`config.mk`:
```
export PLATFORM = sky130hd
export DESIGN_NAME = bgzf_block_deframer_unit
export DESIGN_NICKNAME = d
export VERILOG_FILES = /design/src/rtl/bgzf_pkg.sv /design/src/rtl/bgzf_out_stage.sv /design/src/rtl/bgzf_block_deframer_unit.sv
export SDC_FILE = /design/constraint.sdc
export NUM_CORES = 1
export LEC_CHECK = 0
export BUFFER_PORTS_ARGS = -buffer_cell sky130_fd_sc_hd__clkbuf_2
export CAP_MARGIN = 20
export CORE_MARGIN = 2
export CORE_UTILIZATION = 65
export CTS_BUF_LIST = sky130_fd_sc_hd__clkbuf_4 sky130_fd_sc_hd__clkbuf_8
export DETAILED_ROUTE_END_ITERATION = 10
export PLACE_DENSITY = 0.89
export SLEW_MARGIN = 0
export SYNTH_ARGS = -nofsm -noshare
export SYNTH_HDL_FRONTEND = slang
export SYNTH_SLANG_ARGS = --single-unit
```
`constraint.sdc`:
```
create_clock -name clk_i -period 15.73 [get_ports clk_i]
set_input_delay 2.3595 -clock clk_i [delete_from_list [all_inputs] [get_ports clk_i]]
set_output_delay 2.3595 -clock clk_i [all_outputs]
set_load 0.005 [all_outputs]
```
`src/rtl/bgzf_pkg.sv`:
```
`default_nettype none

package bgzf_pkg;

  localparam int unsigned SpanW  = 17;
  localparam int unsigned XlenW  = 16;
  localparam int unsigned SizeW  = 32;

  localparam logic [7:0] GzipId1   = 8'h1f;
  localparam logic [7:0] GzipId2   = 8'h8b;
  localparam logic [7:0] BcSi1     = 8'h42;
  localparam logic [7:0] BcSi2     = 8'h43;
  localparam logic [15:0] BcSlen   = 16'd2;
  localparam int unsigned FextraBit = 2;
  localparam int unsigned HdrLen    = 12;
  localparam int unsigned Overhead  = 20;

  typedef enum logic [1:0] {
    KIND_PAYLOAD = 2'd0,
    KIND_VERDICT = 2'd1,
    KIND_TRAILER = 2'd2
  } kind_e;

  typedef enum logic [1:0] {
    ST_OK      = 2'd0,
    ST_NOTBGZF = 2'd1,
    ST_CORRUPT = 2'd2
  } status_e;

  typedef struct packed {
    kind_e              kind;
    logic [7:0]         payload_byte;
    status_e            status;
    logic [SpanW-1:0]   block_size;
    logic [XlenW-1:0]   extra_len;
    logic [SpanW-1:0]   payload_len;
    logic [SizeW-1:0]   uncompressed_size;
    logic               last;
  } result_t;

endpackage

`default_nettype wire

```
`src/rtl/bgzf_out_stage.sv`:
```
`default_nettype none

module bgzf_out_stage (
  input  wire logic              clk_i,
  input  wire logic              rst_ni,
  input  wire logic              push_i,
  input  wire bgzf_pkg::result_t res_i,
  output logic                   ready_o,
  output logic                   out_valid_o,
  input  wire logic              out_ready_i,
  output bgzf_pkg::result_t      res_o
);

  logic              valid_q;
  bgzf_pkg::result_t data_q;

  // The stage can take a new result when empty or when its current one leaves.
  assign ready_o     = !valid_q || out_ready_i;
  assign out_valid_o = valid_q;
  assign res_o       = data_q;

  always_ff @(posedge clk_i or negedge rst_ni) begin
    if (!rst_ni) begin
      valid_q <= 1'b0;
    end else if (push_i) begin
      valid_q <= 1'b1;
    end else if (out_ready_i) begin
      valid_q <= 1'b0;
    end
  end

  always_ff @(posedge clk_i) begin
    if (push_i) begin
      data_q <= res_i;
    end
  end

endmodule

`default_nettype wire

```
`src/rtl/bgzf_block_deframer_unit.sv`:
```
`default_nettype none

// BGZF block deframer: takes one byte of the compressed stream per clock and,
// for each block candidate marked by block_start_i, yields a header verdict,
// the raw deflate payload bytes and finally the trailer's uncompressed size.
// The whole parse of a byte is done in the cycle it is accepted, so a byte can
// be accepted on every clock and its result, if any, is shown in the output
// register on the following cycle. The input is held off only while that
// output register holds a result that the sink has not taken. Header bytes
// that pass, extra-field bytes other than the last, the CRC bytes and the
// first three bytes of the size word, and bytes while idle give no result.
// There is no start-up sweep: the block is ready straight after reset.
module bgzf_block_deframer_unit (
  input  wire logic        clk_i,
  input  wire logic        rst_ni,
  input  wire logic        in_valid_i,
  output logic             in_ready_o,
  input  wire logic [7:0]  data_byte_i,
  input  wire logic        block_start_i,
  input  wire logic [16:0] span_bytes_i,
  output logic             out_valid_o,
  input  wire logic        out_ready_i,
  output logic [1:0]       kind_o,
  output logic [7:0]       payload_byte_o,
  output logic [1:0]       status_o,
  output logic [16:0]      block_size_o,
  output logic [15:0]      extra_len_o,
  output logic [16:0]      payload_len_o,
  output logic [31:0]      uncompressed_size_o,
  output logic             last_o
);

  typedef enum logic [1:0] {
    PH_IDLE,
    PH_HEADER,
    PH_EXTRA,
    PH_BODY
  } phase_e;

  phase_e      phase_q, phase_d;
  logic [16:0] bp_q, bp_d;
  logic [16:0] span_q, span_d;
  logic [15:0] xl_q, xl_d;
  logic [15:0] sfo_q, sfo_d;
  logic [31:0] sb_q, sb_d;
  logic [16:0] fbs_q, fbs_d;
  logic        found_q, found_d;
  logic [31:0] acc_q, acc_d;

  bgzf_pkg::result_t res, res_out;
  logic              res_valid;
  logic              in_accept;
  logic              stage_ready;

  logic [16:0] bp_inc;
  logic [15:0] xl_new;
  logic [16:0] ext_pos;
  logic [16:0] off17;
  logic [16:0] rel;
  logic [31:0] sb_new;
  logic [17:0] skip_to;
  logic [16:0] bsize;
  logic [17:0] pos18;
  logic [17:0] bs18;
  logic [17:0] tdiff;
  logic [31:0] acc_new;

  function automatic bgzf_pkg::result_t verdict_fail(bgzf_pkg::status_e st);
    bgzf_pkg::result_t r;
    r        = '0;
    r.kind   = bgzf_pkg::KIND_VERDICT;
    r.status = st;
    r.last   = 1'b1;
    return r;
  endfunction

  assign in_ready_o = stage_ready;
  assign in_accept  = in_valid_i && stage_ready;

  always_comb begin
    phase_d   = phase_q;
    bp_d      = bp_q;
    span_d    = span_q;
    xl_d      = xl_q;
    sfo_d     = sfo_q;
    sb_d      = sb_q;
    fbs_d     = fbs_q;
    found_d   = found_q;
    acc_d     = acc_q;
    res       = '0;
    res_valid = 1'b0;

    bp_inc  = bp_q + 17'd1;
    xl_new  = {data_byte_i, xl_q[7:0]};
    ext_pos = bp_inc - 17'(bgzf_pkg::HdrLen);
    off17   = {1'b0, sfo_q};
    rel     = ext_pos - off17;
    sb_new  = sb_q | ({24'h0, data_byte_i} << {rel[1:0], 3'b000});
    skip_to = {2'b00, sfo_q} + 18'd4 + {2'b00, sb_new[31:16]};
    bsize   = '0;
    pos18   = {1'b0, bp_inc};
    bs18    = {1'b0, fbs_q};
    tdiff   = pos18 + 18'd4 - bs18;
    acc_new = acc_q | ({24'h0, data_byte_i} << {tdiff[1:0], 3'b000});

    if (block_start_i) begin
      bp_d    = '0;
      xl_d    = '0;
      sfo_d   = '0;
      sb_d    = '0;
      fbs_d   = '0;
      found_d = 1'b0;
      acc_d   = '0;
      span_d  = span_bytes_i;
      if (span_bytes_i < 17'(bgzf_pkg::HdrLen) || data_byte_i != bgzf_pkg::GzipId1) begin
        phase_d   = PH_IDLE;
        res       = verdict_fail(bgzf_pkg::ST_NOTBGZF);
        res_valid = 1'b1;
      end else begin
        phase_d = PH_HEADER;
      end
    end else begin
      case (phase_q)
        PH_IDLE: begin
          phase_d = PH_IDLE;
        end
        PH_HEADER: begin
          bp_d = bp_inc;
          if ((bp_inc == 17'd1 && data_byte_i != bgzf_pkg::GzipId2) ||
              (bp_inc == 17'd3 && !data_byte_i[bgzf_pkg::FextraBit])) begin
            phase_d   = PH_IDLE;
            res       = verdict_fail(bgzf_pkg::ST_NOTBGZF);
            res_valid = 1'b1;
          end else if (bp_inc == 17'd10) begin
            xl_d = {8'h00, data_byte_i};
          end else if (bp_inc == 17'd11) begin
            xl_d = xl_new;
            if (18'(bgzf_pkg::HdrLen) + {2'b00, xl_new} > {1'b0, span_q}) begin
              phase_d   = PH_IDLE;
              res       = verdict_fail(bgzf_pkg::ST_CORRUPT);
              res_valid = 1'b1;
            end else if (xl_new == 16'd0) begin
              // No extra field at all, so no BC subfield can be present.
              phase_d   = PH_IDLE;
              res       = verdict_fail(bgzf_pkg::ST_NOTBGZF);
              res_valid = 1'b1;
            end else begin
              phase_d = PH_EXTRA;
            end
          end
        end
        PH_EXTRA: begin
          bp_d = bp_inc;
          // Only bytes inside a subfield that still fits its four-byte head are looked at.
          if (!(off17 + 17'd4 > {1'b0, xl_q} || ext_pos < off17)) begin
            if (found_q) begin
              if (rel == 17'd4) begin
                fbs_d = {9'h000, data_byte_i};
              end else if (rel == 17'd5) begin
                fbs_d = fbs_q | {1'b0, data_byte_i, 8'h00};
              end
            end else if (rel < 17'd4) begin
              sb_d = sb_new;
              if (rel == 17'd3) begin
                if (sb_new[7:0] == bgzf_pkg::BcSi1 && sb_new[15:8] == bgzf_pkg::BcSi2 &&
                    sb_new[31:16] == bgzf_pkg::BcSlen &&
                    off17 + 17'd6 <= {1'b0, xl_q}) begin
                  found_d = 1'b1;
                end else begin
                  sfo_d = (skip_to > 18'h0FFFF) ? 16'hFFFF : skip_to[15:0];
                  sb_d  = '0;
                end
              end
            end
          end
          if (bp_inc == 17'd11 + {1'b0, xl_q}) begin
            bsize = {1'b0, fbs_d[15:0]} + 17'd1;
            if (!found_d) begin
              phase_d   = PH_IDLE;
              res       = verdict_fail(bgzf_pkg::ST_NOTBGZF);
              res_valid = 1'b1;
            end else begin
              fbs_d = bsize;
              if (bsize > span_q ||
                  {1'b0, bsize} < {2'b00, xl_q} + 18'(bgzf_pkg::Overhead)) begin
                phase_d   = PH_IDLE;
                res       = verdict_fail(bgzf_pkg::ST_CORRUPT);
                res_valid = 1'b1;
              end else begin
                phase_d         = PH_BODY;
                acc_d           = '0;
                res.kind        = bgzf_pkg::KIND_VERDICT;
                res.status      = bgzf_pkg::ST_OK;
                res.block_size  = bsize;
                res.extra_len   = xl_q;
                res.payload_len = bsize - {1'b0, xl_q} - 17'(bgzf_pkg::Overhead);
                res_valid       = 1'b1;
              end
            end
          end
        end
        PH_BODY: begin
          bp_d = bp_inc;
          // The last eight bytes of a block are the CRC and the size word.
          if (pos18 + 18'd8 < bs18) begin
            res.kind         = bgzf_pkg::KIND_PAYLOAD;
            res.payload_byte = data_byte_i;
            res_valid        = 1'b1;
          end else begin
            if (pos18 + 18'd4 >= bs18) begin
              acc_d = acc_new;
            end
            if (pos18 + 18'd1 >= bs18) begin
              phase_d               = PH_IDLE;
              res.kind              = bgzf_pkg::KIND_TRAILER;
              res.uncompressed_size = (pos18 + 18'd4 >= bs18) ? acc_new : acc_q;
              res.last              = 1'b1;
              res_valid             = 1'b1;
            end
          end
        end
        default: begin
          phase_d = PH_IDLE;
        end
      endcase
    end
  end

  always_ff @(posedge clk_i or negedge rst_ni) begin
    if (!rst_ni) begin
      phase_q <= PH_IDLE;
      bp_q    <= '0;
      span_q  <= '0;
      xl_q    <= '0;
      sfo_q   <= '0;
      sb_q    <= '0;
      fbs_q   <= '0;
      found_q <= 1'b0;
      acc_q   <= '0;
    end else if (in_accept) begin
      phase_q <= phase_d;
      bp_q    <= bp_d;
      span_q  <= span_d;
      xl_q    <= xl_d;
      sfo_q   <= sfo_d;
      sb_q    <= sb_d;
      fbs_q   <= fbs_d;
      found_q <= found_d;
      acc_q   <= acc_d;
    end
  end

  bgzf_out_stage u_out_stage (
    .clk_i       (clk_i),
    .rst_ni      (rst_ni),
    .push_i      (in_accept && res_valid),
    .res_i       (res),
    .ready_o     (stage_ready),
    .out_valid_o (out_valid_o),
    .out_ready_i (out_ready_i),
    .res_o       (res_out)
  );

  assign kind_o              = res_out.kind;
  assign payload_byte_o      = res_out.payload_byte;
  assign status_o            = res_out.status;
  assign block_size_o        = res_out.block_size;
  assign extra_len_o         = res_out.extra_len;
  assign payload_len_o       = res_out.payload_len;
  assign uncompressed_size_o = res_out.uncompressed_size;
  assign last_o              = res_out.last;

  a_push_shows: assert property (@(posedge clk_i) disable iff (!rst_ni)
    (in_accept && res_valid) |=> out_valid_o)
    else $error("accepted request with a result did not reach the output");

  a_body_found: assert property (@(posedge clk_i) disable iff (!rst_ni)
    (phase_q == PH_BODY) |-> found_q)
    else $error("body phase entered without a BC subfield");

  a_extra_nonzero: assert property (@(posedge clk_i) disable iff (!rst_ni)
    (phase_q == PH_EXTRA) |-> (xl_q != 16'd0))
    else $error("extra phase with an empty extra field");

  a_ok_lengths: assert property (@(posedge clk_i) disable iff (!rst_ni)
    (out_valid_o && kind_o == bgzf_pkg::KIND_VERDICT && status_o == bgzf_pkg::ST_OK) |->
    ({1'b0, payload_len_o} + {2'b00, extra_len_o} + 18'(bgzf_pkg::Overhead) ==
     {1'b0, block_size_o}))
    else $error("ok verdict lengths do not add up");

  a_trailer_last: assert property (@(posedge clk_i) disable iff (!rst_ni)
    (out_valid_o && kind_o == bgzf_pkg::KIND_TRAILER) |-> last_o)
    else $error("trailer result without last");

endmodule

`default_nettype wire

```
Word-level counts from Yosys, hierarchy flattened
Cells that the tools add are included.
- $add $sub $neg: 17
- multipliers: 0
- divide/modulo/power cells: 0
- $lt $le $gt $ge: 12
- eq/ne operators: 27
- shift-type cells: 2
- mux-type cells: 93
- bitwise gates (word level): 3
- reduce and logical (&&, ||, !) cells: 35
- operator list (cell ; number):
    $mux W94 ; 7
    $mux W32 ; 13
    $mux W16 ; 13
    $mux W17 ; 12
    $pmux W52 S2 ; 1
    $pmux W33 S3 ; 1
    $mux W95 ; 1
    $mux W85 ; 1
    $mux W33 ; 2
    $or A32 B32 Y32 ; 2
    $pmux W32 S2 ; 1
    $shl A8 B5 Y32 ; 2
    $mux W52 ; 1
    $add A16 B3 Y17 const B ; 3
    $ge A18 B17 Y1 ; 2
    $add A4 B16 Y17 const A ; 2
    $eq A17 B2 Y1 const B ; 2
    $eq A17 B3 Y1 const B ; 2
    $eq A17 B4 Y1 const B ; 2
    $gt A17 B17 Y1 ; 2
    $sub A17 B16 Y17 ; 2
    $pmux W10 S3 ; 1
    $mux W2 ; 13
    $mux W1 ; 23
    46 further kinds ; 78
- flip-flop bits (word level): 246
- latch bits: 0
- bits in writable memories: 0
- bits in read-only memories: 0
- input bits: 30
- memories kept: 0

Logic depth before layout (Yosys ltp)
Gate-level depths: netlist (run 1).
- depth after elaboration: 20
- depth in mapped cells: 46
- mapped depth without buffers: 40

Hierarchy
A second synthesis (run 1) with hierarchy kept.
- cells, all modules: 2209
- area, all modules: 19779.0 µm²
- modules (own cells, without submodules) (module ; times used ; cells each ; area an instance (µm²)):
    bgzf_block_deframer_unit ; 1 ; 2111 ; 16878.7
    bgzf_out_stage ; 1 ; 98 ; 2900.3

Worst setup path before layout (run 1)
Ideal clock, no wire load.
- path type: register to register
- start point: register bp_q[2]
- end point: register acc_q[10]
- setup time: 0.150 ns
- arrival: 8.366 ns
- slack: 7.215 ns
- stages on the path, launching flop included: 40
- path buffers: 5
- cell sequence: dfrtp_1 -> buf_2 -> and3_1 -> xnor2_1 -> inv_1 -> ha_1 -> nor4_4 -> o2111a_1 -> o21ai_0 -> a22oi_1 -> xnor2_1 -> ha_1 -> a21oi_1 -> nand2_1 -> a21o_1 -> o31ai_1 -> xnor3_1 -> and3_1 -> (+4 left out) -> ha_1 -> clkbuf_1 -> nand4_1 -> nor4_1 -> o211ai_2 -> nor3_1 -> xor2_1 -> ha_1 -> a21o_1 -> a21o_1 -> a21oi_1 -> o211ai_1 -> o2bb2ai_1 -> nor2b_1 -> a31oi_1 -> nor3_1 -> clkbuf_1 -> a211oi_2
- longest elaborated chain between the ends: 15
- elaborated cells on any way between the ends: 39
- classes of those cells: add/sub (6); order compare (6); eq/ne (8); mux (16); reduce/logical (3)
- ends and longest elaborated chain (item ; RTL line ; RTL):
    start: declaration ; bgzf_block_deframer_unit.sv:41 ; logic [16:0] bp_q, bp_d;
    start signal: assignment ; bgzf_block_deframer_unit.sv:242 ; bp_q <= bp_d;
    $add A17 B1 Y17 * ; bgzf_block_deframer_unit.sv:93 ; bp_inc = bp_q + 17'd1;
    $sub A17 B4 Y17 ; bgzf_block_deframer_unit.sv:95 ; ext_pos = bp_inc - 17'(bgzf_pkg::HdrLen);
    $sub A17 B16 Y17 ; bgzf_block_deframer_unit.sv:97 ; rel = ext_pos - off17;
    $eq A17 B3 Y1 ; bgzf_block_deframer_unit.sv:159 ; end else if (rel == 17'd5) begin
    $mux W17 ; bgzf_block_deframer_unit.sv:159 ;
    $mux W17 ; bgzf_block_deframer_unit.sv:157 ; if (rel == 17'd4) begin
    $mux W17 ; bgzf_block_deframer_unit.sv:156 ; if (found_q) begin
    $mux W17 ; bgzf_block_deframer_unit.sv:155 ; if (!(off17 + 17'd4 > {1'b0, xl_q} || ext_pos < off17)) begin
    $mux W17 ; bgzf_block_deframer_unit.sv:123 ; case (phase_q)
    $mux W17 ; bgzf_block_deframer_unit.sv:106 ; if (block_start_i) begin
    $add A16 B1 Y17 ; bgzf_block_deframer_unit.sv:177 ; bsize = {1'b0, fbs_d[15:0]} + 17'd1;
    $gt A17 B17 Y1 / $lt A17 B17 Y1 (equally long branches) ; bgzf_block_deframer_unit.sv:184, bgzf_block_deframer_unit.sv:185 ;
    $logic_or A1 B1 Y1 ; bgzf_block_deframer_unit.sv:184 ; if (bsize > span_q ||
    $ne A3 B3 Y1 (no line) ; -- ;
    $reduce_and A6 Y1 (no line) ; -- ;
    end signal: assignment ; bgzf_block_deframer_unit.sv:239 ; acc_q <= '0;
    end signal: assignment ; bgzf_block_deframer_unit.sv:249 ; acc_q <= acc_d;
    end: declaration ; bgzf_block_deframer_unit.sv:48 ; logic [31:0] acc_q, acc_d;
Mark *: on every way between the ends. The rest lies on a longest branch, timed or not. The select of a mux whose other input is x is not followed.
A chain may end at the register's enable or synchronous reset.

Worst setup path in the final report (run 1)
- start point: register bp_q[0]
- end point: register u_out_stage.data_q, in the netlist u_out_stage.res_o[37], data pin
- longest elaborated chain between the ends: 20
- elaborated cells on any way between the ends: 52
- classes of those cells: add/sub (6); order compare (4); eq/ne (11); shift (1); mux (21); bitwise (1); reduce/logical (8)
- ends and longest elaborated chain (item ; RTL line ; RTL):
    $add A17 B1 Y17 * ; bgzf_block_deframer_unit.sv:93 ;
    parallel branches: the longest is 17 deep, another holds $sub A17 B4 Y17 ; -- ;
    $pmux W52 S2 * ; bgzf_block_deframer_unit.sv:123 ;
    $mux W95 * ; bgzf_block_deframer_unit.sv:106 ;
    end signal: assignment ; bgzf_out_stage.sv:34 ; data_q <= res_i;
    end: declaration ; bgzf_out_stage.sv:15 ; bgzf_pkg::result_t data_q;
Every way passes the cells marked *. The select of a mux whose other input is x is not followed.

==> metrics.yaml, run 1 <==
htreeDepth: 2
start_util_pct: 65.9
post-route-period-util_pct: 68.1
finalHoldViolations: 0
cts_tree: "yes"
drive_gt1_share_pct: 14.0
min_path_cells: 2
synth_seq_cells: 246
die_area_sq_um: 32400
timing.rr.start: "bp_q[0]$_DFFE_PN0P_"
maxSlewHeadroom_pct: 23.4
synth-simple-area-share_pct: 18.4
leakage_nw: 9.72
crit_arrival_ns: 11.13
worst_r2r_path_depth: 35
tns_ns: 0
hp-class: "flop to flop"
critPathKind: "flop to flop"
grt_pass1_vias: 18200
synth_top_area_cell: "dfrtp_1"
cp-start-kind: "flop"
wirelength_mm: 61.6
min_from: "sb_q[12]$_DFFE_PN0P_"
drv_slew: 0
synthAdderAreaFrac_pct: 14.7
maxCapViolCount: 0
post_cts_resized: 0
rsz0062_at_grt: "no"
synth.area.mux_share_pct: 1.82
yosys-top-cells-area: "dfrtp_1 (19%), ha_1 (14%), edfxtp_1 (14%), xnor2_1 (6.6%), nor2_1 (4.9%)"
cts_buffers: 44
syn_to_final_growth_pct: 9.26
end_kind: "flop"
synth_edf_count: 95
drtIter0Drc: 2112
overflow: 0
synth-compound-area-share_pct: 17.4
holdPathEnd: "sb_q[12]$_DFFE_PN0P_"
drc: 0
drtPass1Iterations: 7
cts_hold_buffers: 0
die_h_um: 180
antenna_found_initial: 1
hpwl_mm: 45.6
postRouteAntennaNets: 0
synth_top_area_share_pct: 18.8
cts_setup_buffers: 0
yosysUniqueCellTypes: 102
grt_pass1_wl_mm: 97.2
max-clock-path-buffers: 3
path_common_cell: "ha_1"
final_nets: 2603
gp_congestion: 0.977
worstMarginPinSlew_ns: 1.15
clk_latency_ns: 0.59
synth_most_common_cell: "nor2_1"
clock_skew_ns: 0.0363
crit_buf_inv: 2
synth_flop_cell: "dfrtp_1"
synth-async-reset-ratio_pct: 61.4
ys_seq_area_share_pct: 33.0
irDropWorstVdd_v: 0.000108
grtUsageTotal_pct: 37.3
setup_viol: 0
path_clk_slew_ns: 0.07
syn_area_sq_um: 20100
cp_slowest_cell: "nand4_1"
synthCells: 2241
rows: 64
vias: 18100
r2r-end: "u_out_stage.res_o[37]$_SDFFCE_PP0P_"
drt-vias-per-instance: 6.54
worst-path-max-fanout: 46
fmax_mhz: 93.4
synthXorXnorAreaFrac_pct: 9.02
ys_top_cells_by_count: "nor2_1 (262), ha_1 (229), inv_1 (183)"
die-width_um: 180
synth_top_family_by_area: "simple AND/OR/NAND/NOR gates"
fin_total_pwr_mw: 2.26
syn-num-nets: 2505
io-pin-count: 127
root_buffer: "clkbuf_8"
worst-r2r-setup-slack_ns: 5.02
wire_per_inst_um: 22.2
coreArea_sq_um: 30500
clock_sinks: 246
numPortBuffers: 126
fin_ws_ns: 5.02
grt_max_degree: 58
synth_warnings: 0
cp_top_family: "simple AND/OR/NAND/NOR gates"
power_density_nw_per_um2: 103
crit_required_ns: 16.16
critPathMaxStageDelay_ns: 0.74
avgSynthCellArea_sq_um: 8.97
dp_slack_ns: 5.17
period_needed_ns: 10.71
status: "completed"
[worst min-delay path: cells and delay by family, from the launching register on]
kind	cells	cell delay, ns
flip-flops	1	0.34
AO/OA/AOI/OAI	1	0.04
AND/OR/NAND/NOR	1	0.07
[layout make-up]
cell class,instances,area [sq um]
Fill cell,2248,8540
Inverter,188,706
Sequential cell,246,6630
Clock inverter,12,129
Timing Repair Buffer,151,822
Antenna cell,1,2.50
Clock buffer,69,812
Multi-Input combinational cell,1708,12400
Tap cell,396,495
[power breakdown]
| part | internal (mW) | switching [mW] |
|---|---|---|
| Clock | 0.364 | 0.288 |
| Combinational | 0.321 | 0.492 |
| Sequential | 0.726 | 0.0648 |
[layer usage]
| layer | track usage (%) | vias up | wire (um) |
|---|---|---|---|
| met2 | 61.0 | 1043 | 28400 |
| li1 | - | 8193 | - |
| met4 | 18.2 | 0 | 3340 |
| met1 | 48.2 | 8629 | 24400 |
| met3 | 6.14 | 263 | 5560 |
| met5 | 0 | - | 0 |
[kinds of logic after synthesis]
group	after synthesis
AND/OR/NAND/NOR	733
AO/OA/AOI/OAI	507
buffers and inverters	287
flip-flops	246
adder cells (fa/ha/maj)	234
XOR/XNOR	200
multiplexers	34
[state kept, by name, summed over array words and instances, names as in the netlist]
name	flops
u_out_stage.res_o	95
fbs_q	17
sfo_q	16
sb_q	32
bp_q	17
phase_q	2
span_q	17
xl_q	16
found_q	1
u_out_stage.out_valid_o	1
acc_q	32
[per-stage QoR]
step           std cells  area (sq um)  hold WS (ns)  util (%)
2_1_floorplan       2241         20100         0.449         -
3_3_place_gp        2688         21000         0.466      68.9
3_5_place_dp        2688         21000         0.475      68.9
4_1_cts             2769         22000         0.498      72.0
5_1_grt             2771         22000         0.531      72.0
6_report            2771         22000         0.496      72.0
[how the worst max path moves through the flow]
stage	startpoint	endpoint	slack [ns]	cells past startpoint
detailed placement	bp_q[0]$_DFFE_PN0P_	u_out_stage.res_o[37]$_SDFFCE_PP0P_	5.17	35
global placement	bp_q[0]$_DFFE_PN0P_	u_out_stage.res_o[37]$_SDFFCE_PP0P_	5.60	35
global route	bp_q[0]$_DFFE_PN0P_	u_out_stage.res_o[37]$_SDFFCE_PP0P_	4.25	36
CTS	bp_q[0]$_DFFE_PN0P_	u_out_stage.res_o[37]$_SDFFCE_PP0P_	5.13	35
floorplan	bp_q[2]$_DFFE_PN0P_	acc_q[10]$_DFFE_PN0P_	7.21	39
finish	bp_q[0]$_DFFE_PN0P_	u_out_stage.res_o[37]$_SDFFCE_PP0P_	5.02	35
[placed cells by master, fill, tap and decap left out, drive strengths merged, types with 48 or more instances in the layout]
| cell | synthesis | routed |
|---|---|---|
| nand2 | 118 | 118 |
| clkbuf | 64 | 194 |
| ha | 229 | 229 |
| nor3 | 61 | 61 |
| a21oi | 142 | 142 |
| a211oi | 49 | 49 |
| dfrtp | 151 | 151 |
| edfxtp | 95 | 95 |
| nand3 | 67 | 67 |
| o21ai | 104 | 104 |
| xnor2 | 152 | 152 |
| inv | 187 | 188 |
| a21o | 48 | 48 |
| nor2 | 265 | 265 |
(Power assumes the default switching activity.)
==> inputs of run 2 (changes only) <==
Settings changed: CORE_UTILIZATION 65 to 64, PLACE_DENSITY 0.89 to 0.87.
Clock period 15.73 ns to 10.54 ns, I/O delays scaled along.
==> metrics.yaml, run 2 (synthesis gave the netlist of run 1 again) <==
root_buffer: "clkbuf_8"
overflow: 0  # unchanged
path_common_cell: "a21oi_1"
final_common_cell: "nor2_1"
coreArea_sq_um: 30700  # +0.79%
maxCapViolCount: 0  # unchanged
die_h_um: 181  # +0.76%
grt_pass1_vias: 17700  # -2.4%
irDropWorstVdd_v: 0.000191  # +77%
cp-start-kind: "flop"
worst-path-max-fanout: 16  # -65%
switching_share_pct: 37.4  # -0.10 points
die-width_um: 181  # +0.76%
critPathMaxStageDelay_ns: 0.53  # -0.21 ns
cp_slowest_cell: "xnor2_1"
fmax_mhz: 101  # +8.7%
htreeDepth: 2  # unchanged
cts_tree: "yes"
tns_ns: 0  # unchanged
die_area_sq_um: 32900  # +1.5%
grtUsageTotal_pct: 35.9  # -1.4 points
leakage_nw: 9.77  # +0.49%
vias: 18300  # +0.87%
numPortBuffers: 126  # unchanged
fin_ws_ns: 0.687  # -4.34 ns
wire_per_inst_um: 21.7  # -2.4%
grt_pass1_wl_mm: 94.0  # -3.2%
pwr-share-seq_pct: 34.4  # -0.7 points
finalHoldViolations: 0  # unchanged
dp_slack_ns: 0.645  # -4.53 ns
drtPass1Iterations: 7  # unchanged
cts_buffers: 43  # -2.3%
end_kind: "flop"
maxSlewHeadroom_pct: 26.4  # +3.0 points
drive_gt1_share_pct: 14.3  # +0.28 points
crit_required_ns: 10.84  # -5.32 ns
combPwrFrac_pct: 35.8  # -0.3 points
crit_arrival_ns: 10.15  # -0.98 ns
rows: 64  # unchanged
clk_latency_ns: 0.61  # +0.02 ns
p_int_mw: 2.15  # +53%
io-pin-count: 127  # unchanged
rsz0062_at_grt: "no"
power_density_nw_per_um2: 156  # +52%
cts_setup_buffers: 0  # unchanged
clkPwrFrac_pct: 29.8  # +0.9 points
final_nets: 2607  # +0.15%
crit_buf_inv: 3  # +1
largest_reg_flops: 95  # unchanged
antenna_cells: 0  # -1
syn_to_final_growth_pct: 9.71
period_needed_ns: 9.85  # -0.854 ns
max-clock-path-buffers: 3  # unchanged
final_cell_mix: "nor2_1 (262), ha_1 (229), inv_1 (183)"
setup_viol: 0  # unchanged
stdcell_count: 2772  # +0.036%
start_util_pct: 65.4  # -0.51 points
multiInputGateArea_sq_um: 12400  # about the same
grt_max_degree: 83  # +43%
drt-vias-per-instance: 6.60  # +0.84%
drv_slew: 0  # unchanged
clock_sinks: 246  # unchanged
hp-class: "flop to flop"
clock_skew_ns: 0.0412  # +0.00489 ns
p_switching_mw: 1.28  # +52%
antenna_found_initial: 1  # unchanged
path_clk_slew_ns: 0.07  # about the same
dp_cells: 2693  # +0.19%
critPathKind: "flop to flop"
status: "completed"
worstMarginPinSlew_ns: 1.10  # -0.0422 ns
wirelength_mm: 60.1  # -2.4%
cp_top_family: "compound AO/OA/AOI/OAI gates"
seq_area_sq_um: 6630  # unchanged
hpwl_mm: 44.0  # -3.5%
gp_congestion: 1.01  # +3.7%
postRouteAntennaNets: 0  # unchanged
drc: 0  # unchanged
post-route-period-util_pct: 93.5  # +25 points
fill_cells: 2200  # -2.1%
drtIter0Drc: 2024  # -4.2%
-- run 2: changes by cell type in the layout (fill, tap and decap cells not counted), moves of 2 or more --
cell	previous run	this run
buf_4	24	30
xnor2_2	1	3
clkbuf_4	22	19
bufinv_16	2	4
clkinv_1	4	1
xnor2_1	151	149
inv_8	0	2
-- run 2: final timing paths --
kind / depth (start not counted) / endpoint / from / slack, ns
max: 36 / u_out_stage.res_o[48]$_SDFFCE_PP0P_ / bp_q[0]$_DFFE_PN0P_ / 0.69
min: 2 / fbs_q[12]$_DFFE_PN0P_ / fbs_q[12]$_DFFE_PN0P_ / 0.50
max reg2reg: 36 / u_out_stage.res_o[48]$_SDFFCE_PP0P_ / bp_q[0]$_DFFE_PN0P_ / 0.69
min reg2reg: 2 / fbs_q[12]$_DFFE_PN0P_ / fbs_q[12]$_DFFE_PN0P_ / 0.50
max in group asynchronous: 2 / fbs_q[11]$_DFFE_PN0P_ / rst_ni / 8.00
min in group asynchronous: 1 / sb_q[27]$_DFFE_PN0P_ / rst_ni / 1.02
-- run 2: area by class of cell --
class                      instances  share of cell area, %
timing repair buffer             156                   3.91
tap                              396                   2.25
inverter                         188                   3.20
multi-input combinational       1708                   56.1
sequential                       246                   30.1
clock buffer                      67                   3.64
clock inverter                    11                  0.817
-- run 2: metrics by stage --
step                cell area [sq um]  power [mW]  hold slack (ns)  util [%]
global placement                21100        2.31            0.467      68.5
detailed placement              21100        2.37            0.483      68.5
finish                          22100        3.44            0.496      71.8
global route                    22100        3.60            0.524      71.8
CTS                             22000        3.40            0.497      71.7
floorplan                       20100        2.06            0.449         -
-- run 2: tightest hold or removal path: cells and delay by family, from the launching register on --
family,cells,cell delay (ns)
AO/OA/AOI/OAI,1,0.06
AND/OR/NAND/NOR,1,0.05
flip-flops,1,0.35
-- run 2: layer usage --
layer	part of all wire [%]	vias to the layer above	global-route usage [%]	wire, um
met1	38	8649	45.6	22900
met5	0	-	0	0
met3	11	282	7.16	6390
met4	5.5	0	18.6	3280
met2	46	1160	58.3	27600
li1	-	8195	-	-
-- run 2: power groups by stage --
stage / sequential (mW) / combinational [mW] / clock [mW]
after detailed placement: 1.19 / 1.18 / 0
after floorplan: 1.16 / 0.894 / 0
after global placement: 1.19 / 1.12 / 0
after global routing: 1.19 / 1.35 / 1.07
after CTS: 1.18 / 1.20 / 1.03
final: 1.18 / 1.23 / 1.02
-- run 2: repair_timing --
item | CTS | global route
endpoints found under the setup margin | 0 | 84
hold buffers | 0 | 0
resized for setup | 0 | 2
